`src/rtl/ddrf_pkg.sv`:
```
`default_nettype none

package ddrf_pkg;

  localparam int DepthDef       = 16;
  localparam int CmdBitsDef     = 8;
  localparam int PayloadBitsDef = 32;

  typedef enum logic [1:0] {
    FUNC_PUSH = 2'd0,
    FUNC_PEEK = 2'd1,
    FUNC_POP  = 2'd2,
    FUNC_NOP  = 2'd3
  } ddrf_func_e;

  typedef enum logic [1:0] {
    STAT_OK    = 2'd0,
    STAT_FULL  = 2'd1,
    STAT_EMPTY = 2'd2
  } ddrf_status_e;

  typedef enum logic [2:0] {
    S_IDLE,
    S_SCAN,
    S_PUSH,
    S_SKIP,
    S_HEAD,
    S_EMPTY,
    S_NOP
  } ddrf_state_e;

  typedef struct packed {
    logic         capture;
    logic         scan_start;
    logic         scan_run;
    logic         skip_adv;
    logic         head_rd;
    logic         push_wr;
    logic         pop_adv;
    logic         emit;
    ddrf_status_e res;
    logic         res_head;
  } ddrf_cmd_t;

  typedef struct packed {
    ddrf_func_e func;
    logic       scan_done;
    logic       empty;
    logic       full;
    logic       head_valid;
    logic       out_free;
  } ddrf_stat_t;

endpackage

`default_nettype wire

```
`src/rtl/ddrf_if.sv`:
```
`default_nettype none

interface ddrf_in_if #(
  parameter int CMD_BITS     = ddrf_pkg::CmdBitsDef,
  parameter int PAYLOAD_BITS = ddrf_pkg::PayloadBitsDef
);
  logic                    valid;
  logic                    ready;
  logic [1:0]              func;
  logic [CMD_BITS-1:0]     cmd_id;
  logic [PAYLOAD_BITS-1:0] payload;

  modport source (output valid, func, cmd_id, payload, input ready);
  modport sink   (input valid, func, cmd_id, payload, output ready);
endinterface

interface ddrf_out_if #(
  parameter int CMD_BITS     = ddrf_pkg::CmdBitsDef,
  parameter int PAYLOAD_BITS = ddrf_pkg::PayloadBitsDef
);
  logic                    valid;
  logic                    ready;
  logic [1:0]              status;
  logic [CMD_BITS-1:0]     head_cmd;
  logic [PAYLOAD_BITS-1:0] head_payload;

  modport source (output valid, status, head_cmd, head_payload, input ready);
  modport sink   (input valid, status, head_cmd, head_payload, output ready);
endinterface

`default_nettype wire

```
`src/rtl/ddrf_datapath.sv`:
```
`default_nettype none

module ddrf_datapath #(
  parameter int DEPTH        = ddrf_pkg::DepthDef,
  parameter int CMD_BITS     = ddrf_pkg::CmdBitsDef,
  parameter int PAYLOAD_BITS = ddrf_pkg::PayloadBitsDef
) (
  input  logic                     clk_i,
  input  logic                     rst_ni,
  input  ddrf_pkg::ddrf_func_e     in_func_i,
  input  logic [CMD_BITS-1:0]      in_cmd_id_i,
  input  logic [PAYLOAD_BITS-1:0]  in_payload_i,
  input  ddrf_pkg::ddrf_cmd_t      cmd_i,
  output ddrf_pkg::ddrf_stat_t     stat_o,
  input  logic                     out_ready_i,
  output logic                     out_valid_o,
  output logic [1:0]               out_status_o,
  output logic [CMD_BITS-1:0]      out_head_cmd_o,
  output logic [PAYLOAD_BITS-1:0]  out_head_payload_o
);
  import ddrf_pkg::*;

  localparam int PtrW = $clog2(DEPTH);

  function automatic logic [PtrW-1:0] nxt_slot(input logic [PtrW-1:0] p);
    return (p == PtrW'(DEPTH - 1)) ? '0 : p + 1'b1;
  endfunction

  logic [PtrW-1:0]         rp_q, wp_q, scan_q, chk_ptr_q, rd_addr;
  logic                    chk_q, rd_en, scan_issue, out_free, match;
  logic [DEPTH-1:0]        valid_q;
  ddrf_func_e              func_q;
  logic [CMD_BITS-1:0]     cmd_q, rd_cmd_q;
  logic [PAYLOAD_BITS-1:0] pay_q, rd_data_q;
  logic [CMD_BITS-1:0]     cmd_mem [DEPTH];
  logic [PAYLOAD_BITS-1:0] data_mem [DEPTH];
  logic                    out_valid_q;
  logic [1:0]              out_status_q;
  logic [CMD_BITS-1:0]     out_cmd_q;
  logic [PAYLOAD_BITS-1:0] out_pay_q;

  assign scan_issue = cmd_i.scan_run && (scan_q != wp_q);
  assign rd_en      = cmd_i.head_rd || scan_issue;
  assign rd_addr    = cmd_i.head_rd ? rp_q : scan_q;
  assign match      = cmd_i.scan_run && chk_q && (rd_cmd_q == cmd_q);
  assign out_free   = !out_valid_q || out_ready_i;

  assign stat_o.func       = func_q;
  assign stat_o.scan_done  = (scan_q == wp_q) && !chk_q;
  assign stat_o.empty      = (rp_q == wp_q);
  assign stat_o.full       = (nxt_slot(wp_q) == rp_q);
  assign stat_o.head_valid = valid_q[rp_q];
  assign stat_o.out_free   = out_free;

  always_ff @(posedge clk_i or negedge rst_ni) begin
    if (!rst_ni) begin
      rp_q        <= '0;
      wp_q        <= '0;
      scan_q      <= '0;
      chk_q       <= 1'b0;
      valid_q     <= '0;
      func_q      <= FUNC_NOP;
      out_valid_q <= 1'b0;
    end else begin
      if (cmd_i.capture) begin
        func_q <= in_func_i;
      end
      if (cmd_i.scan_start) begin
        scan_q <= rp_q;
        chk_q  <= 1'b0;
      end else if (cmd_i.scan_run) begin
        chk_q <= scan_issue;
        if (scan_issue) begin
          scan_q <= nxt_slot(scan_q);
        end
      end
      if (match) begin
        valid_q[chk_ptr_q] <= 1'b0;
      end
      if (cmd_i.push_wr) begin
        valid_q[wp_q] <= 1'b1;
        wp_q          <= nxt_slot(wp_q);
      end
      if (cmd_i.skip_adv || cmd_i.pop_adv) begin
        rp_q <= nxt_slot(rp_q);
      end
      if (cmd_i.emit) begin
        out_valid_q <= 1'b1;
      end else if (out_ready_i) begin
        out_valid_q <= 1'b0;
      end
    end
  end

  always_ff @(posedge clk_i) begin
    if (cmd_i.capture) begin
      cmd_q <= in_cmd_id_i;
      pay_q <= in_payload_i;
    end
    if (cmd_i.push_wr) begin
      cmd_mem[wp_q]  <= cmd_q;
      data_mem[wp_q] <= pay_q;
    end
    if (rd_en) begin
      rd_cmd_q  <= cmd_mem[rd_addr];
      rd_data_q <= data_mem[rd_addr];
    end
    if (scan_issue) begin
      chk_ptr_q <= scan_q;
    end
    if (cmd_i.emit) begin
      out_status_q <= cmd_i.res;
      out_cmd_q    <= cmd_i.res_head ? rd_cmd_q : '0;
      out_pay_q    <= cmd_i.res_head ? rd_data_q : '0;
    end
  end

  assign out_valid_o        = out_valid_q;
  assign out_status_o       = out_status_q;
  assign out_head_cmd_o     = out_cmd_q;
  assign out_head_payload_o = out_pay_q;

  a_push_not_full: assert property (@(posedge clk_i) disable iff (!rst_ni)
    cmd_i.push_wr |-> !stat_o.full)
    else $error("push stored into a full ring");

  a_head_rd_valid: assert property (@(posedge clk_i) disable iff (!rst_ni)
    cmd_i.head_rd |-> (!stat_o.empty && valid_q[rp_q]))
    else $error("head read of an empty or invalid slot");

  a_emit_free: assert property (@(posedge clk_i) disable iff (!rst_ni)
    cmd_i.emit |-> out_free)
    else $error("result overwritten before transfer");

  a_pop_after_read: assert property (@(posedge clk_i) disable iff (!rst_ni)
    cmd_i.head_rd |=> (rp_q == $past(rp_q)))
    else $error("head moved between read and result");

endmodule

`default_nettype wire

```
`src/rtl/ddrf_ctrl.sv`:
```
`default_nettype none

module ddrf_ctrl (
  input  logic                 clk_i,
  input  logic                 rst_ni,
  input  logic                 in_valid_i,
  input  ddrf_pkg::ddrf_func_e in_func_i,
  output logic                 in_ready_o,
  input  ddrf_pkg::ddrf_stat_t stat_i,
  output ddrf_pkg::ddrf_cmd_t  cmd_o
);
  import ddrf_pkg::*;

  ddrf_state_e state_q, state_d;

  always_ff @(posedge clk_i or negedge rst_ni) begin
    if (!rst_ni) begin
      state_q <= S_IDLE;
    end else begin
      state_q <= state_d;
    end
  end

  always_comb begin
    state_d    = state_q;
    cmd_o      = '0;
    in_ready_o = (state_q == S_IDLE);
    case (state_q)
      S_IDLE: begin
        if (in_valid_i) begin
          cmd_o.capture = 1'b1;
          case (in_func_i)
            FUNC_PUSH: begin
              cmd_o.scan_start = 1'b1;
              state_d          = S_SCAN;
            end
            FUNC_PEEK, FUNC_POP: state_d = S_SKIP;
            default:             state_d = S_NOP;
          endcase
        end
      end
      S_SCAN: begin
        cmd_o.scan_run = 1'b1;
        if (stat_i.scan_done) begin
          state_d = S_PUSH;
        end
      end
      S_PUSH: begin
        if (stat_i.out_free) begin
          cmd_o.emit    = 1'b1;
          cmd_o.res     = stat_i.full ? STAT_FULL : STAT_OK;
          cmd_o.push_wr = !stat_i.full;
          state_d       = S_IDLE;
        end
      end
      S_SKIP: begin
        if (stat_i.empty) begin
          state_d = S_EMPTY;
        end else if (stat_i.head_valid) begin
          cmd_o.head_rd = 1'b1;
          state_d       = S_HEAD;
        end else begin
          cmd_o.skip_adv = 1'b1;
        end
      end
      S_HEAD: begin
        if (stat_i.out_free) begin
          cmd_o.emit     = 1'b1;
          cmd_o.res      = STAT_OK;
          cmd_o.res_head = 1'b1;
          cmd_o.pop_adv  = (stat_i.func == FUNC_POP);
          state_d        = S_IDLE;
        end
      end
      S_EMPTY: begin
        if (stat_i.out_free) begin
          cmd_o.emit = 1'b1;
          cmd_o.res  = STAT_EMPTY;
          state_d    = S_IDLE;
        end
      end
      S_NOP: begin
        if (stat_i.out_free) begin
          cmd_o.emit = 1'b1;
          cmd_o.res  = STAT_OK;
          state_d    = S_IDLE;
        end
      end
      default: state_d = S_IDLE;
    endcase
  end

  a_ready_idle_only: assert property (@(posedge clk_i) disable iff (!rst_ni)
    (in_ready_o && in_valid_i) |=> (state_q != S_IDLE))
    else $error("accepted transfer left controller idle");

  a_emit_to_idle: assert property (@(posedge clk_i) disable iff (!rst_ni)
    cmd_o.emit |=> (state_q == S_IDLE))
    else $error("result issued without returning idle");

  a_single_move: assert property (@(posedge clk_i) disable iff (!rst_ni)
    $countones({cmd_o.skip_adv, cmd_o.pop_adv, cmd_o.push_wr}) <= 1)
    else $error("pointer commands overlap");

endmodule

`default_nettype wire

```
`src/rtl/dedup_ring_fifo_unit.sv`:
```
// Command ring FIFO with invalidation of duplicate command ids.
// in_i carries one operation per transfer: func push, peek head or pop head,
// with cmd_id and payload used by push. out_o returns one result per
// operation: status (ok, full, empty), head_cmd and head_payload.
// A push walks the pending entries one per cycle through the command
// memory read port, clearing the valid bit of every entry with the same
// id, then stores the new entry unless the ring is full. Peek and pop
// step the head past invalid entries one per cycle, then read the head
// from memory, or report empty when no valid entry remains. Operations
// are processed one at a time; in_i is ready only while no operation
// is in progress.
// Results sit in an output register; a new operation is accepted while a
// result waits, and the next result holds its final step until out_o is
// free. Reset clears both pointers and all valid bits at once; memory
// contents are not reset, and the block is ready in the first cycle.
`default_nettype none

module dedup_ring_fifo_unit #(
  parameter int DEPTH        = ddrf_pkg::DepthDef,
  parameter int CMD_BITS     = ddrf_pkg::CmdBitsDef,
  parameter int PAYLOAD_BITS = ddrf_pkg::PayloadBitsDef
) (
  input logic        clk_i,
  input logic        rst_ni,
  ddrf_in_if.sink    in_i,
  ddrf_out_if.source out_o
);
  import ddrf_pkg::*;

  ddrf_cmd_t  cmd;
  ddrf_stat_t stat;
  ddrf_func_e in_func;
  logic       in_ready;

  assign in_func    = ddrf_func_e'(in_i.func);
  assign in_i.ready = in_ready;

  ddrf_ctrl u_ctrl (
    .clk_i      (clk_i),
    .rst_ni     (rst_ni),
    .in_valid_i (in_i.valid),
    .in_func_i  (in_func),
    .in_ready_o (in_ready),
    .stat_i     (stat),
    .cmd_o      (cmd)
  );

  ddrf_datapath #(
    .DEPTH        (DEPTH),
    .CMD_BITS     (CMD_BITS),
    .PAYLOAD_BITS (PAYLOAD_BITS)
  ) u_datapath (
    .clk_i              (clk_i),
    .rst_ni             (rst_ni),
    .in_func_i          (in_func),
    .in_cmd_id_i        (in_i.cmd_id),
    .in_payload_i       (in_i.payload),
    .cmd_i              (cmd),
    .stat_o             (stat),
    .out_ready_i        (out_o.ready),
    .out_valid_o        (out_o.valid),
    .out_status_o       (out_o.status),
    .out_head_cmd_o     (out_o.head_cmd),
    .out_head_payload_o (out_o.head_payload)
  );

endmodule

`default_nettype wire

```
`src/flat_wrapper.sv`:
```
// flat-port wrapper written by rule: the top's interface ports become plain ports
module dedup_ring_fifo_unit_flat import ddrf_pkg::*;
#(
  parameter int DEPTH        = ddrf_pkg::DepthDef,
  parameter int CMD_BITS     = ddrf_pkg::CmdBitsDef,
  parameter int PAYLOAD_BITS = ddrf_pkg::PayloadBitsDef
)
  (clk_i, rst_ni, in_i_valid, in_i_func, in_i_cmd_id, in_i_payload, in_i_ready, out_o_valid, out_o_status, out_o_head_cmd, out_o_head_payload, out_o_ready);
  ddrf_in_if #(.CMD_BITS(CMD_BITS), .PAYLOAD_BITS(PAYLOAD_BITS)) in_i_i ();
  ddrf_out_if #(.CMD_BITS(CMD_BITS), .PAYLOAD_BITS(PAYLOAD_BITS)) out_o_i ();
  input logic clk_i;
  input logic rst_ni;
  input wire logic [$bits(in_i_i.valid)-1:0] in_i_valid;
  input wire logic [$bits(in_i_i.func)-1:0] in_i_func;
  input wire logic [$bits(in_i_i.cmd_id)-1:0] in_i_cmd_id;
  input wire logic [$bits(in_i_i.payload)-1:0] in_i_payload;
  output wire logic [$bits(in_i_i.ready)-1:0] in_i_ready;
  output wire logic [$bits(out_o_i.valid)-1:0] out_o_valid;
  output wire logic [$bits(out_o_i.status)-1:0] out_o_status;
  output wire logic [$bits(out_o_i.head_cmd)-1:0] out_o_head_cmd;
  output wire logic [$bits(out_o_i.head_payload)-1:0] out_o_head_payload;
  input wire logic [$bits(out_o_i.ready)-1:0] out_o_ready;
  assign in_i_i.valid = in_i_valid;
  assign in_i_i.func = in_i_func;
  assign in_i_i.cmd_id = in_i_cmd_id;
  assign in_i_i.payload = in_i_payload;
  assign in_i_ready = in_i_i.ready;
  assign out_o_valid = out_o_i.valid;
  assign out_o_status = out_o_i.status;
  assign out_o_head_cmd = out_o_i.head_cmd;
  assign out_o_head_payload = out_o_i.head_payload;
  assign out_o_i.ready = out_o_ready;
  dedup_ring_fifo_unit #(.DEPTH(DEPTH), .CMD_BITS(CMD_BITS), .PAYLOAD_BITS(PAYLOAD_BITS)) u_core (.clk_i(clk_i), .rst_ni(rst_ni), .in_i(in_i_i), .out_o(out_o_i));
endmodule
```
`config.mk`:
```
export PLATFORM = sky130hd
export DESIGN_NAME = dedup_ring_fifo_unit_flat
export DESIGN_NICKNAME = d
export VERILOG_FILES = /design/src/rtl/ddrf_pkg.sv /design/src/rtl/ddrf_if.sv /design/src/rtl/ddrf_datapath.sv /design/src/rtl/ddrf_ctrl.sv /design/src/rtl/dedup_ring_fifo_unit.sv /design/src/flat_wrapper.sv
export SDC_FILE = /design/constraint.sdc
export NUM_CORES = 1
export LEC_CHECK = 0
export BUFFER_PORTS_ARGS = -buffer_cell sky130_fd_sc_hd__buf_2
export CAP_MARGIN = 10
export CORE_ASPECT_RATIO = 1.75
export CORE_MARGIN = 2
export CORE_UTILIZATION = 35
export DETAILED_ROUTE_END_ITERATION = 10
export GPL_ROUTABILITY_DRIVEN = 0
export HOLD_SLACK_MARGIN = 0.06
export SETUP_SLACK_MARGIN = 0.02
export SLEW_MARGIN = 20
export SYNTH_ARGS = -nofsm -noshare
export SYNTH_HDL_FRONTEND = slang
export SYNTH_HIERARCHICAL = 1
export SYNTH_SLANG_ARGS = --single-unit
```
`constraint.sdc`:
```
create_clock -name clk_i -period 11.6 [get_ports clk_i]
set_input_delay 1.16 -clock clk_i [delete_from_list [all_inputs] [get_ports clk_i]]
set_output_delay 1.16 -clock clk_i [all_outputs]
set_load 0.01 [all_outputs]
```
# [After elaboration in Yosys (flattened, before gate mapping)]
# Memory sizes are Yosys's and may differ from the RTL's. A register that Yosys moved wholly into a read port is not among the register bits.
# Index checks and enable logic that the tools add are counted.
[op_classes] n_addsub=3 magnitude_cmp=5 n_eq_ne=21 mux=46 bitwise_logic=3 reduce_logical=21
[ops] cell="2-to-1 mux 16 bit" count=2
[ops] cell="2-to-1 mux 4 bit" count=7
[ops] cell="2-to-1 mux 3 bit" count=8
[ops] cell="case mux 3 bit (4 select lines)" count=2
[ops] cell="2-to-1 mux 1 bit" count=18
[ops] cell="AND 16 bit" count=1
[ops] cell="NOT 16 bit" count=1
[ops] cell="bitwise OR 16 bit" count=1
[ops] cell="< comparator 4 x 5 -> 1 bit (second input constant)" count=3
[ops] cell="adder 4 x 1 -> 4 bit (second input constant)" count=3
[ops] cell="== test 4 bit" count=3
[ops] cell="== test 4 bit (second input constant)" count=3
[ops] cell="== test 3 bit (second input constant)" count=3
[ops] cell="demux 1 bit (select 4 bit)" count=2
[ops] cell="== test 8 bit" count=1
[ops] cell="greater-or-equal comparator 4 x 1 -> 1 bit (second input constant)" count=2
[ops] cell="2-to-1 mux 2 bit" count=4
[ops] cell="== test 3 x 2 -> 1 bit (second input constant)" count=2
[ops] cell="logical AND 1 bit" count=6
[ops] cell="case mux 3 bit (2 select lines)" count=1
[ops] cell="nonzero test 2 bit" count=3
[ops] cell="2-to-1 mux 5 bit" count=1
[ops] cell="binary-select mux 1 bit (select 4 bit)" count=1
[ops] cell="== test 2 bit (second input constant)" count=2
[ops] cell="14 further kinds" count=19
[word_totals] ff_bits=121 mem_bits_rw=640 output_inout_bits=44 memories=2
[memory_table] memory="u_core.u_datapath.data_mem" words=16 width=32 rd=1 rd_clocked_by_memory_dff=1 write_ports=1 line_no="ddrf_datapath.sv:36" source="logic [PAYLOAD_BITS-1:0] data_mem [DEPTH];"
[memory_table] memory="u_core.u_datapath.cmd_mem" words=16 width=8 rd=1 rd_clocked_by_memory_dff=1 write_ports=1 line_no="ddrf_datapath.sv:35" source="logic [CMD_BITS-1:0] cmd_mem [DEPTH];"

# [Longest topological paths before layout]
# Gate-level depths: netlist of the first run.
[logic_depth] ltp_word=9 mapped_depth=12 ltp_nobuf=11

# [By module]
# The synthesis of the first run kept the hierarchy.
[modules_own_cells] module="ddrf_datapath" instances=1 cells_each=1643 area_each_um2=30214.0
[modules_own_cells] module="ddrf_ctrl" instances=1 cells_each=43 area_each_um2=336.6

# [Worst setup path before layout of the first run]
# OpenSTA, ideal clock, no wires.
[synth_timing] kind="input to register" startpoint="in out_o_ready" endpoint="mem u_core/u_datapath/cmd_mem[11][0] in the netlist's numbering, enable pin" arrival_time_ns=4.827 required_ns=11.100 setup_slack_ns=6.273 path_stages=6 n_path_buf=1 path_cell_list="nand2b_1 -> buf_4 -> nand3_1 -> nor2_1 -> nand2_1 -> nor3b_1"
[synth_lines] item="start, declared" line_no="flat_wrapper.sv:22" source="input wire logic [$bits(out_o_i.ready)-1:0] out_o_ready;"
[synth_lines] item="end, declared" line_no="ddrf_datapath.sv:35"

==> results of run 1 <==
## flip-flops by register name (all words and copies together) (netlist names)
| register | flops |
|---|---|
| u_core/u_datapath/out_head_cmd_o | 8 |
| u_core/u_datapath/func_q | 2 |
| u_core/u_datapath/data_mem | 512 |
| u_core/u_datapath/out_head_payload_o | 32 |
| u_core/u_datapath/cmd_q | 8 |
| u_core/u_datapath/cmd_mem | 128 |
| u_core/u_datapath/pay_q | 32 |
| u_core/u_datapath/wp_q | 4 |
| u_core/u_datapath/out_valid_o | 1 |
| u_core/u_datapath/scan_q | 4 |
| u_core/u_datapath/rd_data_q | 32 |
| u_core/u_datapath/rp_q | 4 |
| u_core/u_datapath/chk_q | 1 |
| u_core/u_ctrl/state_q | 3 |
| u_core/u_datapath/valid_q | 16 |
| u_core/u_datapath/rd_cmd_q | 8 |
| u_core/u_datapath/chk_ptr_q | 4 |
| u_core/u_datapath/out_status_o | 2 |
## critical path: stages (launching register included)
cell and delay [ns]:
dfrtp_1 0.74, mux4_2 0.57, nor2b_1 0.14, a211oi_1 0.22, a21oi_1 0.09, nor3b_1 0.17, buf_4 0.21, mux2i_4 0.26
buf_4 0.75, buf_4 1.00, mux2i_1 0.28, o22ai_1 0.11, or4_1 0.55
## cell type report
cell class                      instances  area share, %
Sequential cell                       801           68.7
Multi-Input combinational cell        780           18.3
Clock buffer                           79           5.26
Tap cell                             1160           4.18
Timing Repair Buffer                  123           2.11
Clock inverter                         45           1.24
Inverter                               20          0.256
## cells by family (layout without fill, tap and decap cells)
| kind of cell | after synthesis | count (layout) | synth area share (%) |
|---|---|---|---|
| AO/OA/AOI/OAI | 221 | 221 | 4.48 |
| XOR/XNOR | 20 | 20 | 0.573 |
| adder cells (fa/ha/maj) | 6 | 6 | 0.246 |
| buffers and inverters | 105 | 267 | 1.51 |
| flip-flops | 801 | 801 | 78.2 |
| multiplexers | 335 | 335 | 11.2 |
| AND/OR/NAND/NOR | 198 | 198 | 3.83 |
## layer usage
| metal | routed length (um) | track usage [%] | up-vias |
|---|---|---|---|
| met5 | 11 | 0 | - |
| met4 | 1770 | 5.04 | 2 |
| met3 | 4090 | 2.68 | 117 |
| met2 | 39200 | 29.8 | 478 |
| met1 | 29200 | 20.3 | 8216 |
| li1 | - | - | 6946 |
## synth_stat cells (16+ instances only)
| master | instances |
|---|---|
| inv_1 | 20 |
| buf_2 | 39 |
| a21oi_1 | 16 |
| dfrtp_1 | 33 |
| mux2i_1 | 325 |
| nand2_1 | 25 |
| nor2_1 | 33 |
| clkbuf_1 | 41 |
| or4_1 | 41 |
| o22ai_1 | 161 |
| edfxtp_1 | 766 |
| and2_1 | 41 |
## worst paths after layout
check                                                           from  slack, ns                                                     end  depth (start not counted)
max reg2reg                    u_core/u_datapath/rp_q[0]$_DFFE_PN0P_       6.14                 u_core/u_datapath/rd_cmd_q[7]$_DFFE_PP_                         12
min                        u_core/u_datapath/rd_data_q[30]$_DFFE_PP_       0.53  u_core/u_datapath/out_head_payload_o[30]$_SDFFCE_PN0P_                          1
min in group asynchronous                                     rst_ni       0.64                   u_core/u_datapath/wp_q[3]$_DFFE_PN0P_                          1
max in group asynchronous                                     rst_ni      10.43                  u_core/u_datapath/valid_q[4]$_DFF_PN0_                          1
min reg2reg                u_core/u_datapath/rd_data_q[30]$_DFFE_PP_       0.53  u_core/u_datapath/out_head_payload_o[30]$_SDFFCE_PN0P_                          1
max                            u_core/u_datapath/rp_q[0]$_DFFE_PN0P_       6.14                 u_core/u_datapath/rd_cmd_q[7]$_DFFE_PP_                         12
## power by group
part	internal (mW)	total, mW	switching [mW]	leakage, nW
Clock	1.30	2.34	1.04	1.11
Combinational	0.786	1.98	1.19	3.83
Sequential	3.67	3.94	0.270	7.40
## stage by stage
step,setup slack [ns],power [mW],instances
2_1_floorplan,6.27,5.30,1686
3_3_place_gp,6.26,5.94,2883
3_5_place_dp,6.15,5.99,2883
4_1_cts,6.14,8.33,3007
5_1_grt,5.82,8.62,3008
6_report,6.14,8.26,3008
==> results.json, run 1 <==
{
  "fin_util_pct": 40.1,
  "synth_area_leader_cell": "edfxtp_1",
  "fp.coreArea_um2": 86600,
  "vias": 15800,
  "worst-setup-path-type": "reg2reg",
  "finalCriticalPeriod_ns": 5.46,
  "diodes": 0,
  "max_cap_viol_count": 0,
  "hold_buffers": 0,
  "track_usage_pct": 16.6,
  "setup_viol": 0,
  "clk_latency_ns": 0.62,
  "htreeDepth": 3,
  "async_flop_share_pct": 4.37,
  "drc": 0,
  "wl_um": 74200,
  "rows": 143,
  "leakage_nw": 12.3,
  "path_max_fanout": 66,
  "die_w_um": 227,
  "multi_input_area_um2": 6340,
  "ys_ff_latch": 801,
  "drtPass1Iterations": 7,
  "root_buffer": "clkbuf_16",
  "synth_top_area_share_pct": 75.3,
  "period_share_pct": 47.0,
  "io_buffers": 89,
  "endpoint_kind": "flop",
  "n_fill_cell": 7777,
  "fin_hold_ws_ns": 0.528,
  "fmax_mhz": 183,
  "postRouteAntennaNets": 0,
  "initial_core_util_pct": 35.3,
  "grt_first_pass_wirelength_um": 107000,
  "hold_violations": 0,
  "cts_tree": "yes",
  "finalMaxSlewViolations": 0,
  "die_h_um": 395,
  "syn_to_final_growth_pct": 13.8,
  "io_pins": 90,
  "wire_per_inst_um": 24.7,
  "cp.arrival_ns": 5.81,
  "powerDensity_nw_per_um2": 238,
  "ys_seq_area_share_pct": 78.2,
  "rsz0062_at_grt": "false",
  "worst_pin_slew_ns": 1.10,
  "nets": 1849,
  "synth_edf_count": 766,
  "yosysWarnings": 6,
  "syn_area_um2": 30600,
  "hpwlAfterDp_um": 37000,
  "dr.first_iter.drc_count": 1408,
  "startpoint_type": "flop",
  "layout_common_cells": "766 x edfxtp_1, 324 x mux2i_1, 161 x o22ai_1",
  "relSlewSlack_pct": 26.4,
  "clock_skew_ns": 0.0181,
  "antenna_found_initial": 3,
  "ff_latch_area_um2": 23900,
  "drive_above_1_share_pct": 14.5,
  "post_cts_buffers": 0,
  "clock_sinks": 801,
  "outcome": "finished clean",
  "avgSynthCellArea_um2": 18.1,
  "viasPerCell": 5.24,
  "yosysUniqueCellTypes": 51,
  "ys_top_cells_by_area": "edfxtp_1 75%, mux2i_1 11%, o22ai_1 3.3%, dfrtp_1 2.7%, or4_1 1.0%",
  "syn_nets": 1738,
  "clockBufferDepth": 3,
  "crit_required_ns": 11.95,
  "grt_max_degree": 157,
  "grt_pass1_vias": 16000,
  "layout_commonest_cell": "edfxtp_1",
  "dieArea_um2": 89800,
  "design_area_um2": 34800,
  "cts_resized": 0,
  "setup-tns-final_ns": 0,
  "peakVddDrop_mv": 0.196,
  "ys.flop_type": "edfxtp_1",
  "grt-ovfl-total": 0,
  "hold_path_class": "reg2reg",
  "cts_inserted_buffers": 71,
  "syn_inst": 1686,
  "path_clk_slew_ns": 0.07,
  "postPlaceCellArea_um2": 32500
}
Note: power is estimated with default switching activity, not from simulation.
==> inputs of run 2 (changes only) <==
==> constraint.sdc (replaced) <==
create_clock -name clk_i -period 4.9 [get_ports clk_i]
set_input_delay 0.49 -clock clk_i [delete_from_list [all_inputs] [get_ports clk_i]]
set_output_delay 0.49 -clock clk_i [all_outputs]
set_load 0.01 [all_outputs]
==> run 2 against run 1 <==
Compared with the run above: hold slack worse by 0.43 ns; setup slack worse by 5.3 ns; first-iteration DRC count is 11% lower; clock power is 130% higher; count of clock-buffer cells in the layout is 13 higher; critical path type unchanged; critical endpoint is now u_core/u_datapath/rd_data_q[13]$_DFFE_PP_; largest cell class unchanged; largest power group unchanged.
==> results.json, run 2 (same netlist as run 1, synthesis figures left out) <==
{
  "io_buffers": 89,
  "diodes": 0,
  "clock_sinks": 801,
  "worst-setup-path-type": "reg2reg",
  "peakVddDrop_mv": 0.439,
  "drtPass1Iterations": 5,
  "powerDensity_nw_per_um2": 554,
  "grt_max_degree": 71,
  "wire_per_inst_um": 23.6,
  "fp.coreArea_um2": 86600,
  "postRouteAntennaNets": 0,
  "worst_pin_slew_ns": 1.02,
  "grt_pass1_vias": 16200,
  "rows": 143,
  "vias": 15700,
  "dr.first_iter.drc_count": 1253,
  "die_w_um": 227,
  "post_cts_buffers": 0,
  "clk_latency_ns": 0.61,
  "cts_inserted_buffers": 71,
  "top_regs": "u_core/u_datapath/data_mem: 512 flops, u_core/u_datapath/cmd_mem: 128 flops",
  "finalMaxSlewViolations": 0,
  "dieArea_um2": 89800,
  "hpwlAfterDp_um": 38200,
  "drc": 0,
  "drive_above_1_share_pct": 14.6,
  "cts_resized": 0,
  "hold_violations": 0,
  "setup-tns-final_ns": 0,
  "track_usage_pct": 16.2,
  "grt_first_pass_wirelength_um": 107000,
  "syn_to_final_growth_pct": 15.9,
  "leakage_nw": 12.6,
  "io_pins": 90,
  "p_total_mw": 19.6,
  "path_clk_slew_ns": 0.07,
  "path_max_fanout": 26,
  "fmax_mhz": 246,
  "postPlaceCellArea_um2": 32800,
  "design_area_um2": 35400,
  "htreeDepth": 3,
  "fin_util_pct": 40.9,
  "period_share_pct": 83.1,
  "rsz0062_at_grt": "false",
  "largest_reg_flops": 512,
  "crit_required_ns": 5.23,
  "relSlewSlack_pct": 31.1,
  "root_buffer": "clkbuf_16",
  "cp.arrival_ns": 4.41,
  "clock_skew_ns": 0.0252,
  "die_h_um": 395,
  "max_cap_viol_count": 0,
  "n_fill_cell": 7695,
  "initial_core_util_pct": 35.3,
  "endpoint_kind": "flop",
  "cts_tree": "yes",
  "outcome": "finished clean",
  "hold_path_class": "in2reg",
  "setup_viol": 0,
  "regMostFlops": "u_core/u_datapath/data_mem",
  "wl_um": 72200,
  "finalCriticalPeriod_ns": 4.07,
  "grt-ovfl-total": 0,
  "layout_commonest_cell": "edfxtp_1",
  "viasPerCell": 5.11,
  "startpoint_type": "flop",
  "pre_cts_ws_ns": 0.811,
  "layout_common_cells": "766 x edfxtp_1, 324 x mux2i_1, 161 x o22ai_1",
  "antenna_found_initial": 0,
  "clockBufferDepth": 3,
  "nets": 1898,
  "fin_ws_ns": 0.828
}
## run 2: power breakdown
group,leakage (nW),internal [mW],switching [mW]
clock,1.09,3.02,2.45
sequential,7.40,8.68,0.637
combinational,4.12,2.00,2.84
## run 2: final timing paths
path	start	cells past startpoint	endpoint	slack, ns
max	u_core/u_datapath/wp_q[2]$_DFFE_PN0P_	9	u_core/u_datapath/rd_data_q[13]$_DFFE_PP_	0.83
min	in_i_payload[5]	1	u_core/u_datapath/pay_q[5]$_DFFE_PP_	0.10
max reg2reg	u_core/u_datapath/wp_q[2]$_DFFE_PN0P_	9	u_core/u_datapath/rd_data_q[13]$_DFFE_PP_	0.83
min reg2reg	u_core/u_datapath/valid_q[11]$_DFF_PN0_	2	u_core/u_datapath/valid_q[11]$_DFF_PN0_	0.53
max in group asynchronous	rst_ni	2	u_core/u_datapath/valid_q[13]$_DFF_PN0_	3.82
min in group asynchronous	rst_ni	2	u_core/u_ctrl/state_q[1]$_DFFE_PN0P_	0.53
## run 2: through the flow
stage          std cells  hold slack [ns]
6_report            3061            0.100
2_1_floorplan       1686            0.194
3_3_place_gp        2895            0.508
4_1_cts             3061           0.0746
3_5_place_dp        2895            0.517
5_1_grt             3061           0.0745
## run 2: worst max-delay path, stage by stage (launching register included)
cell     delay (ns)
dfrtp_1        0.70
xor2_1         0.19
nor4_1         0.66
nor3b_1        0.21
buf_4          0.23
and3b_1        0.23
o21ai_4        0.57
buf_12         0.32
o22ai_1        0.12
or4_1          0.55
## run 2: cell type report
type	count	area, um^2	area share [%]
Sequential cell	801	23900	67.4
Multi-Input combinational cell	780	6350	17.9
Clock buffer	92	1930	5.45
Tap cell	1160	1450	4.10
Timing Repair Buffer	172	1400	3.96
Clock inverter	36	310	0.876
Inverter	20	80.1	0.226
## run 2: timing repair
item                                    in CTS  in global routing
endpoints found under the setup margin       0                  0
hold endpoints to repair                    70                  0
hold buffers                                38                  0
## run 2: metal layers
metal	global-route usage (%)	wire, um
met3	2.53	3370
met2	29.3	38600
met5	0	0
met1	19.9	28800
met4	4.31	1410
